$ cat config.mk
export PLATFORM = sky130hd
export DESIGN_NAME = biquad_cascade_dc_primed
export DESIGN_NICKNAME = d
export VERILOG_FILES = /design/src/bqc_pkg.sv /design/src/biquad_cascade_dc_primed.sv
export SDC_FILE = /design/constraint.sdc
export NUM_CORES = 2
export LEC_CHECK = 0
export ABC_CLOCK_PERIOD_IN_PS = 28000
export BUFFER_PORTS_ARGS = -buffer_cell sky130_fd_sc_hd__clkbuf_2
export CELL_PAD_IN_SITES_DETAIL_PLACEMENT = 1
export CELL_PAD_IN_SITES_GLOBAL_PLACEMENT = 1
export CORE_ASPECT_RATIO = 2
export CORE_MARGIN = 10
export CORE_UTILIZATION = 53
export DETAILED_ROUTE_END_ITERATION = 16
export PLACE_DENSITY_LB_ADDON = 0.1
export SLEW_MARGIN = 5
export SYNTH_ARGS = -nofsm -noshare
export SYNTH_HDL_FRONTEND = slang
export SYNTH_SLANG_ARGS = --single-unit
$ cat constraint.sdc
create_clock -name clk -period 28 [get_ports clk]
set_input_delay 1.4 -clock clk [delete_from_list [all_inputs] [get_ports clk]]
set_output_delay 1.4 -clock clk [all_outputs]
set_load 0.01 [all_outputs]
$ cat src/bqc_pkg.sv
package bqc_pkg;

  // Default configuration of the cascade.
  localparam int SECTIONS_DEF       = 4;
  localparam int SAMPLE_BITS_DEF    = 24;
  localparam int COEF_FRAC_BITS_DEF = 28;

  // Fixed widths of the datapath.
  localparam int COEF_W  = 32;  // Q4.x coefficient
  localparam int VAL_W   = 40;  // Q32.8 internal value
  localparam int OUT_W   = 32;  // Q24.8 result
  localparam int HALF_W  = 20;  // value is multiplied in two halves of this width
  localparam int OPB_W   = HALF_W + 1;
  localparam int SUM_W   = COEF_W + 2;  // sum of three coefficients, or 1 plus two
  localparam int PROD_W  = SUM_W + OPB_W;
  localparam int ACC_W   = 76;  // holds five full products plus the rounding half
  localparam int DCNT_W  = $clog2(ACC_W + 1);
  localparam int IDXC_W  = 6;   // wide enough to compare an index against 5*SECTIONS

  // Input operation codes.
  localparam logic OP_SAMPLE = 1'b0;
  localparam logic OP_COEF   = 1'b1;

  // Coefficient slots inside one section.
  localparam logic [2:0] TERM_B0 = 3'd0;
  localparam logic [2:0] TERM_B1 = 3'd1;
  localparam logic [2:0] TERM_B2 = 3'd2;
  localparam logic [2:0] TERM_A1 = 3'd3;
  localparam logic [2:0] TERM_A2 = 3'd4;

  // Last value of the step counter in each phase.
  localparam logic [3:0] K_SUM_LAST  = 4'd4;
  localparam logic [3:0] K_PMUL_LAST = 4'd1;
  localparam logic [3:0] K_MAC_LAST  = 4'd9;

  // Saturate an accumulator-wide value to the internal value width.
  function automatic logic signed [VAL_W-1:0] sat_val(input logic signed [ACC_W-1:0] a);
    logic [ACC_W-VAL_W:0] top;
    top = a[ACC_W-1:VAL_W-1];
    if ((&top) || !(|top)) begin
      return a[VAL_W-1:0];
    end
    return a[ACC_W-1] ? {1'b1, {(VAL_W-1){1'b0}}} : {1'b0, {(VAL_W-1){1'b1}}};
  endfunction

  // Saturate an internal value to the result width.
  function automatic logic signed [OUT_W-1:0] sat_out(input logic signed [VAL_W-1:0] a);
    logic [VAL_W-OUT_W:0] top;
    top = a[VAL_W-1:OUT_W-1];
    if ((&top) || !(|top)) begin
      return a[OUT_W-1:0];
    end
    return a[VAL_W-1] ? {1'b1, {(OUT_W-1){1'b0}}} : {1'b0, {(OUT_W-1){1'b1}}};
  endfunction

endpackage

$ cat src/biquad_cascade_dc_primed.sv
// Cascade of SECTIONS direct form 1 biquads in fixed point. A sample transfer
// (op 0) returns one result; a coefficient transfer (op 1) with an in-range
// index writes one Q4.x coefficient, returns nothing and marks the filter as
// unprimed. All multiplications run on one 34 x 21 bit multiplier feeding a 76 bit
// accumulator, so each section forms ten half-width products, drains the
// pipeline and rounds. The first filtered sample after reset or a coefficient
// write first settles every section at its DC level using a sum of its
// coefficients, one product and a bit-serial division of 76 steps. With
// filter_enable low a sample passes through unfiltered. The block takes a new
// transfer only when the previous one is finished, while a result may still
// wait in the output register.
module biquad_cascade_dc_primed
  import bqc_pkg::*;
#(
  parameter int SECTIONS       = SECTIONS_DEF,
  parameter int SAMPLE_BITS    = SAMPLE_BITS_DEF,
  parameter int COEF_FRAC_BITS = COEF_FRAC_BITS_DEF
) (
  input  logic                          clk,
  input  logic                          rst,
  input  logic                          cfg_valid,
  output logic                          cfg_ready,
  input  logic                          cfg_data,
  input  logic                          in_valid,
  output logic                          in_ready,
  input  logic                          op,
  input  logic signed [SAMPLE_BITS-1:0] sample,
  input  logic [4:0]                    coef_index,
  input  logic signed [COEF_W-1:0]      coef_value,
  output logic                          out_valid,
  input  logic                          out_ready,
  output logic signed [OUT_W-1:0]       filtered,
  output logic                          bypassed
);

  localparam int NCOEF  = 5 * SECTIONS;
  localparam int ADDR_W = $clog2(NCOEF);
  localparam int SEC_W  = (SECTIONS > 1) ? $clog2(SECTIONS) : 1;
  localparam logic signed [ACC_W-1:0] RND_HALF = ACC_W'(1) <<< (COEF_FRAC_BITS - 1);
  localparam logic signed [SUM_W-1:0] DEN_ONE  = SUM_W'(1) <<< COEF_FRAC_BITS;

  typedef enum logic [3:0] {
    S_IDLE, S_PSUM, S_PMUL, S_PDRAIN, S_PABS, S_PDIV, S_PFIN,
    S_FMUL, S_FDRAIN, S_FRND, S_DONE
  } state_t;

  state_t state;

  logic filter_enable;
  logic primed;
  logic byp;

  logic [SEC_W-1:0] sec;
  logic [3:0]       k;

  logic signed [VAL_W-1:0] samp_r;
  logic signed [VAL_W-1:0] work;
  logic signed [VAL_W-1:0] xh1 [SECTIONS];
  logic signed [VAL_W-1:0] xh2 [SECTIONS];
  logic signed [VAL_W-1:0] yh1 [SECTIONS];
  logic signed [VAL_W-1:0] yh2 [SECTIONS];

  logic signed [COEF_W-1:0] coef_mem [NCOEF];
  logic signed [COEF_W-1:0] coef_rd;

  // Operand and multiply pipeline.
  logic                    s1_v, s1_mul, s1_num, s1_hi, s1_sub;
  logic [2:0]              s1_slot;
  logic signed [OPB_W-1:0] opb_r;
  logic                    s2_v, s2_hi, s2_sub;
  logic signed [PROD_W-1:0] prod;

  logic signed [ACC_W-1:0] acc;
  logic signed [SUM_W-1:0] num;
  logic signed [SUM_W-1:0] den;

  // Division state.
  logic [SUM_W-1:0]  dmag;
  logic [SUM_W-1:0]  rem;
  logic [DCNT_W-1:0] dcnt;
  logic              qneg;

  logic signed [VAL_W-1:0]  samp_v;
  logic                     idx_ok;
  logic                     in_fire;
  logic [2:0]               term;
  logic [ADDR_W-1:0]        rd_addr;
  logic [ADDR_W-1:0]        wr_addr;
  logic signed [VAL_W-1:0]  opv;
  logic signed [OPB_W-1:0]  opb;
  logic signed [SUM_W-1:0]  opa;
  logic signed [ACC_W-1:0]  prod_ext;
  logic signed [ACC_W-1:0]  acc_term;
  logic signed [ACC_W-1:0]  prime_q;
  logic signed [VAL_W-1:0]  prime_out;
  logic signed [VAL_W-1:0]  mac_out;
  logic [SUM_W:0]           rem_sh;
  logic                     div_ge;
  logic [SUM_W:0]           rem_diff;
  logic                     last_sec;

  assign cfg_ready = 1'b1;
  assign in_ready  = (state == S_IDLE);
  assign in_fire   = in_valid && in_ready;

  assign samp_v  = VAL_W'(sample) <<< 8;
  assign idx_ok  = ({1'b0, coef_index} < IDXC_W'(NCOEF));
  assign wr_addr = ADDR_W'(coef_index);

  assign last_sec = (sec == SEC_W'(SECTIONS - 1));

  // While summing coefficients the counter walks slots; while multiplying,
  // each slot takes two steps, low half first.
  assign term    = (state == S_PSUM) ? k[2:0] : k[3:1];
  assign rd_addr = ADDR_W'({sec, 2'b00}) + ADDR_W'(sec) + ADDR_W'(term);

  always_comb begin
    if (state == S_PMUL) begin
      opv = work;
    end else begin
      case (term)
        TERM_B0: opv = work;
        TERM_B1: opv = xh1[sec];
        TERM_B2: opv = xh2[sec];
        TERM_A1: opv = yh1[sec];
        TERM_A2: opv = yh2[sec];
        default: opv = '0;
      endcase
    end
  end

  assign opb = k[0] ? {opv[VAL_W-1], opv[VAL_W-1:HALF_W]} : {1'b0, opv[HALF_W-1:0]};
  assign opa = s1_num ? num : SUM_W'(coef_rd);

  assign prod_ext = ACC_W'(prod);
  assign acc_term = s2_hi ? (prod_ext <<< HALF_W) : prod_ext;

  assign mac_out   = sat_val((acc + RND_HALF) >>> COEF_FRAC_BITS);
  assign prime_q   = qneg ? -acc : acc;
  assign prime_out = sat_val(prime_q);

  // Restoring division: the dividend shifts out of the accumulator's top while
  // quotient bits shift in at the bottom.
  assign rem_sh   = {rem, acc[ACC_W-1]};
  assign div_ge   = (rem_sh >= {1'b0, dmag});
  assign rem_diff = rem_sh - {1'b0, dmag};

  always_ff @(posedge clk) begin
    if (in_fire && (op == OP_COEF) && idx_ok) begin
      coef_mem[wr_addr] <= coef_value;
    end
    coef_rd <= coef_mem[rd_addr];
  end

  always_ff @(posedge clk) begin
    if (rst) begin
      state         <= S_IDLE;
      out_valid     <= 1'b0;
      s1_v          <= 1'b0;
      s2_v          <= 1'b0;
      primed        <= 1'b0;
      filter_enable <= 1'b0;
      for (int i = 0; i < SECTIONS; i++) begin
        xh1[i] <= '0;
        xh2[i] <= '0;
        yh1[i] <= '0;
        yh2[i] <= '0;
      end
    end else begin
      if (cfg_valid) begin
        filter_enable <= cfg_data;
      end

      // In S_DONE the output register is loaded below instead.
      if (out_valid && out_ready && (state != S_DONE)) begin
        out_valid <= 1'b0;
      end

      s1_v    <= (state == S_PSUM) || (state == S_PMUL) || (state == S_FMUL);
      s1_mul  <= (state != S_PSUM);
      s1_num  <= (state == S_PMUL);
      s1_hi   <= k[0];
      s1_sub  <= (term >= TERM_A1);
      s1_slot <= term;
      opb_r   <= opb;

      s2_v   <= s1_v && s1_mul;
      s2_hi  <= s1_hi;
      s2_sub <= s1_sub;
      prod   <= opa * opb_r;

      if (s1_v && !s1_mul) begin
        if (s1_slot < TERM_A1) begin
          num <= num + SUM_W'(coef_rd);
        end else begin
          den <= den + SUM_W'(coef_rd);
        end
      end

      if (s2_v) begin
        acc <= s2_sub ? (acc - acc_term) : (acc + acc_term);
      end

      unique case (state)
        S_IDLE: begin
          if (in_valid) begin
            if (op == OP_COEF) begin
              primed <= primed && !idx_ok;
            end else if (!filter_enable) begin
              work  <= samp_v;
              byp   <= 1'b1;
              state <= S_DONE;
            end else begin
              samp_r <= samp_v;
              work   <= samp_v;
              byp    <= 1'b0;
              sec    <= '0;
              k      <= '0;
              acc    <= '0;
              num    <= '0;
              den    <= DEN_ONE;
              state  <= primed ? S_FMUL : S_PSUM;
            end
          end
        end
        S_PSUM: begin
          if (k == K_SUM_LAST) begin
            k     <= '0;
            state <= S_PMUL;
          end else begin
            k <= k + 4'd1;
          end
        end
        S_PMUL: begin
          if (k == K_PMUL_LAST) begin
            k     <= '0;
            state <= S_PDRAIN;
          end else begin
            k <= k + 4'd1;
          end
        end
        S_PDRAIN: begin
          if (!s1_v && !s2_v) begin
            state <= S_PABS;
          end
        end
        S_PABS: begin
          // A section whose denominator vanishes settles at zero.
          if (den == '0) begin
            acc   <= '0;
            qneg  <= 1'b0;
            state <= S_PFIN;
          end else begin
            qneg  <= acc[ACC_W-1] ^ den[SUM_W-1];
            acc   <= acc[ACC_W-1] ? -acc : acc;
            dmag  <= den[SUM_W-1] ? SUM_W'(-den) : SUM_W'(den);
            rem   <= '0;
            dcnt  <= DCNT_W'(ACC_W);
            state <= S_PDIV;
          end
        end
        S_PDIV: begin
          rem  <= div_ge ? rem_diff[SUM_W-1:0] : rem_sh[SUM_W-1:0];
          acc  <= {acc[ACC_W-2:0], div_ge};
          dcnt <= dcnt - DCNT_W'(1);
          if (dcnt == DCNT_W'(1)) begin
            state <= S_PFIN;
          end
        end
        S_PFIN: begin
          xh1[sec] <= work;
          xh2[sec] <= work;
          yh1[sec] <= prime_out;
          yh2[sec] <= prime_out;
          acc      <= '0;
          num      <= '0;
          den      <= DEN_ONE;
          k        <= '0;
          if (last_sec) begin
            primed <= 1'b1;
            sec    <= '0;
            work   <= samp_r;
            state  <= S_FMUL;
          end else begin
            sec   <= sec + SEC_W'(1);
            work  <= prime_out;
            state <= S_PSUM;
          end
        end
        S_FMUL: begin
          if (k == K_MAC_LAST) begin
            k     <= '0;
            state <= S_FDRAIN;
          end else begin
            k <= k + 4'd1;
          end
        end
        S_FDRAIN: begin
          if (!s1_v && !s2_v) begin
            state <= S_FRND;
          end
        end
        S_FRND: begin
          xh2[sec] <= xh1[sec];
          xh1[sec] <= work;
          yh2[sec] <= yh1[sec];
          yh1[sec] <= mac_out;
          work     <= mac_out;
          acc      <= '0;
          if (last_sec) begin
            sec   <= '0;
            state <= S_DONE;
          end else begin
            sec   <= sec + SEC_W'(1);
            state <= S_FMUL;
          end
        end
        S_DONE: begin
          if (!out_valid || out_ready) begin
            out_valid <= 1'b1;
            filtered  <= sat_out(work);
            bypassed  <= byp;
            state     <= S_IDLE;
          end
        end
        default: begin
          state <= S_IDLE;
        end
      endcase
    end
  end

endmodule
**Yosys cells after proc, flatten, opt, wreduce, memory -nomap -nowiden**

Memory sizes are Yosys's and may differ from the RTL's. A register that Yosys moved wholly into a read port is not among the register bits.
Cells that the tools add are included.

- $add $sub $neg: 13
- Multiply operators: 1
- Div/mod/pow operators: 0
- Order comparisons: 4
- Equal/unequal tests: 35
- Shifts and indexed selects: 0
- Multiplexer cells: 117
- Bitwise logic cells: 8
- Reductions and logical operators: 54

Operator list:

| operator | count |
|---|---|
| 40-bit two-way mux | 18 |
| 76-bit two-way mux | 8 |
| 34-bit two-way mux | 13 |
| 76-bit case mux with 4 select lines | 1 |
| 34-bit case mux with 2 select lines | 3 |
| 40-bit case mux with 5 select lines | 1 |
| 40-bit OR reduction | 4 |
| 40-bit case mux with 3 select lines | 1 |
| 32-bit two-way mux | 3 |
| 76-bit by 29-bit adder with 76-bit output, second input constant | 1 |
| 76-bit by 75-bit adder with 76-bit output | 1 |
| 76-bit negator | 1 |
| 76-bit by 75-bit subtractor with 76-bit output | 1 |
| 74-bit two-way mux | 1 |
| 34-bit by 32-bit adder with 34-bit output | 2 |
| 4-bit two-way mux | 17 |
| 34-bit by 21-bit multiplier with 55-bit output | 1 |
| 4-bit case mux with 11 select lines | 1 |
| 37-bit AND reduction | 1 |
| 37-bit OR reduction | 1 |
| 35-bit by 34-bit >= comparator with 1-bit output | 1 |
| 34-bit logical NOT | 1 |
| 34-bit negator | 1 |
| 34-bit subtractor | 1 |
| 50 further kinds | 148 |

- Flip-flop bits (word level): 418
- Latch bits: 0
- Bits in writable memories: 1,280
- ROM bits: 0
- Input bits: 68
- Output and inout bits: 36
- Word-level logic and storage cells: 269
- Memories kept: 5

Memories:

| name | words | bits a word | rd ports | clocked after memory_dff | wr ports | RTL line | source |
|---|---|---|---|---|---|---|---|
| coef_mem | 20 | 32 | 1 | 1 | 1 | biquad_cascade_dc_primed.sv:63 | `logic signed [COEF_W-1:0] coef_mem [NCOEF];` |
| xh1 | 4 | 40 | 1 | 1 | 4 | biquad_cascade_dc_primed.sv:58 | `logic signed [VAL_W-1:0] xh1 [SECTIONS];` |
| xh2 | 4 | 40 | 1 | 1 | 4 | biquad_cascade_dc_primed.sv:59 | `logic signed [VAL_W-1:0] xh2 [SECTIONS];` |
| yh1 | 4 | 40 | 1 | 1 | 4 | biquad_cascade_dc_primed.sv:60 | `logic signed [VAL_W-1:0] yh1 [SECTIONS];` |
| yh2 | 4 | 40 | 1 | 1 | 4 | biquad_cascade_dc_primed.sv:61 | `logic signed [VAL_W-1:0] yh2 [SECTIONS];` |

**Logic depth before layout (Yosys ltp)**

- Depth after elaboration: 9
- Mapped depth: 34
- Gate-level depth less buffers: 29

**Worst setup path after synthesis**

OpenSTA, ideal clock, no wires.

- Kind: input port to flip-flop
- Start point: in rst
- End point: mem xh1[3][0] (enable)
- Library setup time: 2,200 ps
- Data arrival time: 23,602 ps
- Data required time: 25,800 ps
- Path slack: 2,198 ps
- Cell stages on the path: 5
- Path buffers: 3
- Cell sequence: clkbuf_1 inv_1 clkbuf_1 clkbuf_1 o21ai_0

RTL lines:

| element | RTL line | source |
|---|---|---|
| from (decl) | biquad_cascade_dc_primed.sv:20 | `input logic rst,` |
| to (decl) | biquad_cascade_dc_primed.sv:58 |  |

**Worst setup path in the final report**

- Start point: reg s1_num
- End point: reg prod[54], data pin

- Cells in the longest elaborated chain, start to end: 2

Ends and longest elaborated chain:

| element | RTL line | source |
|---|---|---|
| from (decl) | biquad_cascade_dc_primed.sv:67 | `logic s1_v, s1_mul, s1_num, s1_hi, s1_sub;` |
| from (signal assigned) | biquad_cascade_dc_primed.sv:181 | `s1_num <= (state == S_PMUL);` |
| 34-bit two-way mux | biquad_cascade_dc_primed.sv:133 | `assign opa = s1_num ? num : SUM_W'(coef_rd);` |
| 34-bit by 21-bit multiplier with 55-bit output | biquad_cascade_dc_primed.sv:190 | `prod <= opa * opb_r;` |
| to (signal assigned) | biquad_cascade_dc_primed.sv:190 |  |
| to (decl) | biquad_cascade_dc_primed.sv:71 | `logic signed [PROD_W-1:0] prod;` |

Every way passes these cells.
A chain may end at the register's enable or synchronous reset.

==> impl_metrics.env <==
export IMPL_gp_routability_congestion=1.02
export IMPL_drv_cap=1
export IMPL_hp_class="flip-flop to flip-flop"
export IMPL_hpwl_mm=330
export IMPL_syn_area_per_cell_um2=11.5
export IMPL_worstSetupPathType="flip-flop to flip-flop"
export IMPL_hold_buffers=0
export IMPL_portBuffers=102
export IMPL_die_area_um2=237000
export IMPL_area_growth_pct=7.97
export IMPL_dp_cells=12500
export IMPL_netlist_area_um2=115000
export IMPL_chipWidth_um=349
export IMPL_holdWs_ns=0.434
export IMPL_outcome="finished with violations"
export IMPL_synth_edf_count=1689
export IMPL_async_flop_share_pct=0
export IMPL_grt_pass1_vias=92400
export IMPL_max_freq_mhz=104
export IMPL_clk_path_buf_depth=4
export IMPL_synthDistinctLibCells=111
export IMPL_clock_sinks=1732
export IMPL_slowest_delay_ns=0.74
export IMPL_first_pass_iters=7
export IMPL_period_share_pct=34.4
export IMPL_die_h_um=679
export IMPL_std_cell_rows=241
export IMPL_yosysWarnings=0
export IMPL_tightest_slew_ns=1.49
export IMPL_fin_nets=11000
export IMPL_fin_crit_ns=9.62
export IMPL_synth_seq_cells=1732
export IMPL_post_cts_buffers=0
export IMPL_instances_no_fill=12900
export IMPL_path_delay_family="adder cells"
export IMPL_slew_headroom_pct=0.277
export IMPL_yosysTopAreaCell="edfxtp_1"
export IMPL_grt_pass1_wl_mm=648
export IMPL_ios=104
export IMPL_cp_required_ns=28.58
export IMPL_drcViolationCount=0
export IMPL_cts_htree_levels=4
export IMPL_ant_nets=0
export IMPL_start_kind="flip-flop"
export IMPL_drive_above_1_share_pct=11.6
export IMPL_critPathMaxFanout=35
export IMPL_initial_core_util_pct=53.3
export IMPL_avgViaCountPerCell=6.56
export IMPL_overflow=0
export IMPL_end_kind="flip-flop"
export IMPL_rsz0062_at_grt="false"
export IMPL_core_um2=216000
export IMPL_synth_area_leaders="edfxtp_1, fa_1, mux4_2, ha_1, inv_1"
export IMPL_finalHoldViolCount=0
export IMPL_dr_first_iter_drc_count=7568
export IMPL_routedWlPerCell_um=35.3
export IMPL_crit_top_cell="fa_1"
export IMPL_yosysMostFrequentCell="edfxtp_1"
export IMPL_crit_slowest_cell="o41ai_1"
export IMPL_clk_pin_slew_ns=0.07
export IMPL_crit_buf_inv=7
export IMPL_violations="max-capacitance violations"
export IMPL_fin_skew_ns=0.124
export IMPL_cts_root_buf="clkbuf_16"
export IMPL_track_usage_pct=38.2
export IMPL_routed_wl_mm=454
export IMPL_tns_ns=0
export IMPL_synthCells=10000
export IMPL_grt_max_degree=129
export IMPL_cp_arrival_ns=10.20
export IMPL_netlist_area_leader_share_pct=44.1
export IMPL_finalSetupViolCount=0
export IMPL_syn_nets=11100
export IMPL_ys_seq_area_share_pct=44.9
export IMPL_vias=84500
export IMPL_cts_inserted_buffers=164
export IMPL_yosys_top_cells_count="edfxtp_1, inv_1, nand2_1"
export IMPL_synthFlopType="edfxtp_1"
export IMPL_final_max_slew_viol_count=0
export IMPL_cts_tree="built"
export IMPL_cts_resized=0
export IMPL_insertion_delay_ns=0.90
export IMPL_antenna_found_initial=52
-- layout make-up --
cell class              count  area, um2
clock inverters            92        893
repair buffers            327       2230
flip-flops and latches   1732      51600
diodes                     73        183
clock buffers             195       4240
inverters                1050       3950
well taps                2794       3500
multi-input cells        6617      57500
fillers                 22000      91500
-- routing by layer --
metal	up-vias	GRT usage, %	part of all wire, %
met5	-	0	0.020
met3	1774	7.69	7.2
li1	35000	-	-
met2	4199	65.7	51
met4	14	38.1	12
met1	43600	37.1	30
-- cell usage in the layout (no fill, tap or decap), types with 172 or more instances in the layout --
cell type / n
edfxtp_1: 1689
inv_1: 1046
nand2_1: 945
nor2_1: 775
fa_1: 710
and2_1: 458
a21oi_1: 447
mux4_2: 352
o21ai_0: 335
ha_1: 326
xnor2_1: 248
buf_4: 222
xor2_1: 190
mux2i_1: 172
-- metrics by stage --
stage	util [%]	setup slack, ns	area (um2)
floorplan	-	2.20	115000
global placement	55.1	18.33	119000
detailed placement	55.1	18.35	119000
CTS	57.5	18.41	124000
global route	57.5	18.04	124000
finish	57.6	18.38	124000
-- sequential cells by signal, indices dropped and copies added, names as in the netlist, 7 cells and up, named ones only --
name and flops:
acc 76, num 34, work 40, prod 55, coef_mem 640, rem 34
samp_r 24, den 34, yh2 160, yh1 160, opb_r 21, xh1 160
xh2 160, filtered 32, coef_rd 32, dmag 34, dcnt 7
-- final timing paths --
check,to,slack [ns],from,depth (start not counted)
max reg2reg,prod[54],18.38,s1_num,28
min,s2_hi,0.43,s1_hi,0
max,prod[54],18.38,s1_num,28
min reg2reg,s2_hi,0.43,s1_hi,0
-- kinds of logic (layout without fill, tap and decap cells) --
family                   count (synthesis)  count (layout)  synth area share (%)
multiplexers                           596             596                  9.10
flip-flops                            1732            1732                  44.9
buffers and inverters                 1661            1664                  5.50
AO/OA/AOI/OAI                         1540            1540                  8.81
XOR/XNOR                               441             441                  3.36
AND/OR/NAND/NOR                       3001            3001                  12.4
adder cells (fa/ha/maj)               1038            1038                  15.9
other                                    1              74               0.00326
Power is left out: the tool's default activity adds up to more than one toggle a clock period on the data nets, which glitch-free logic cannot reach.
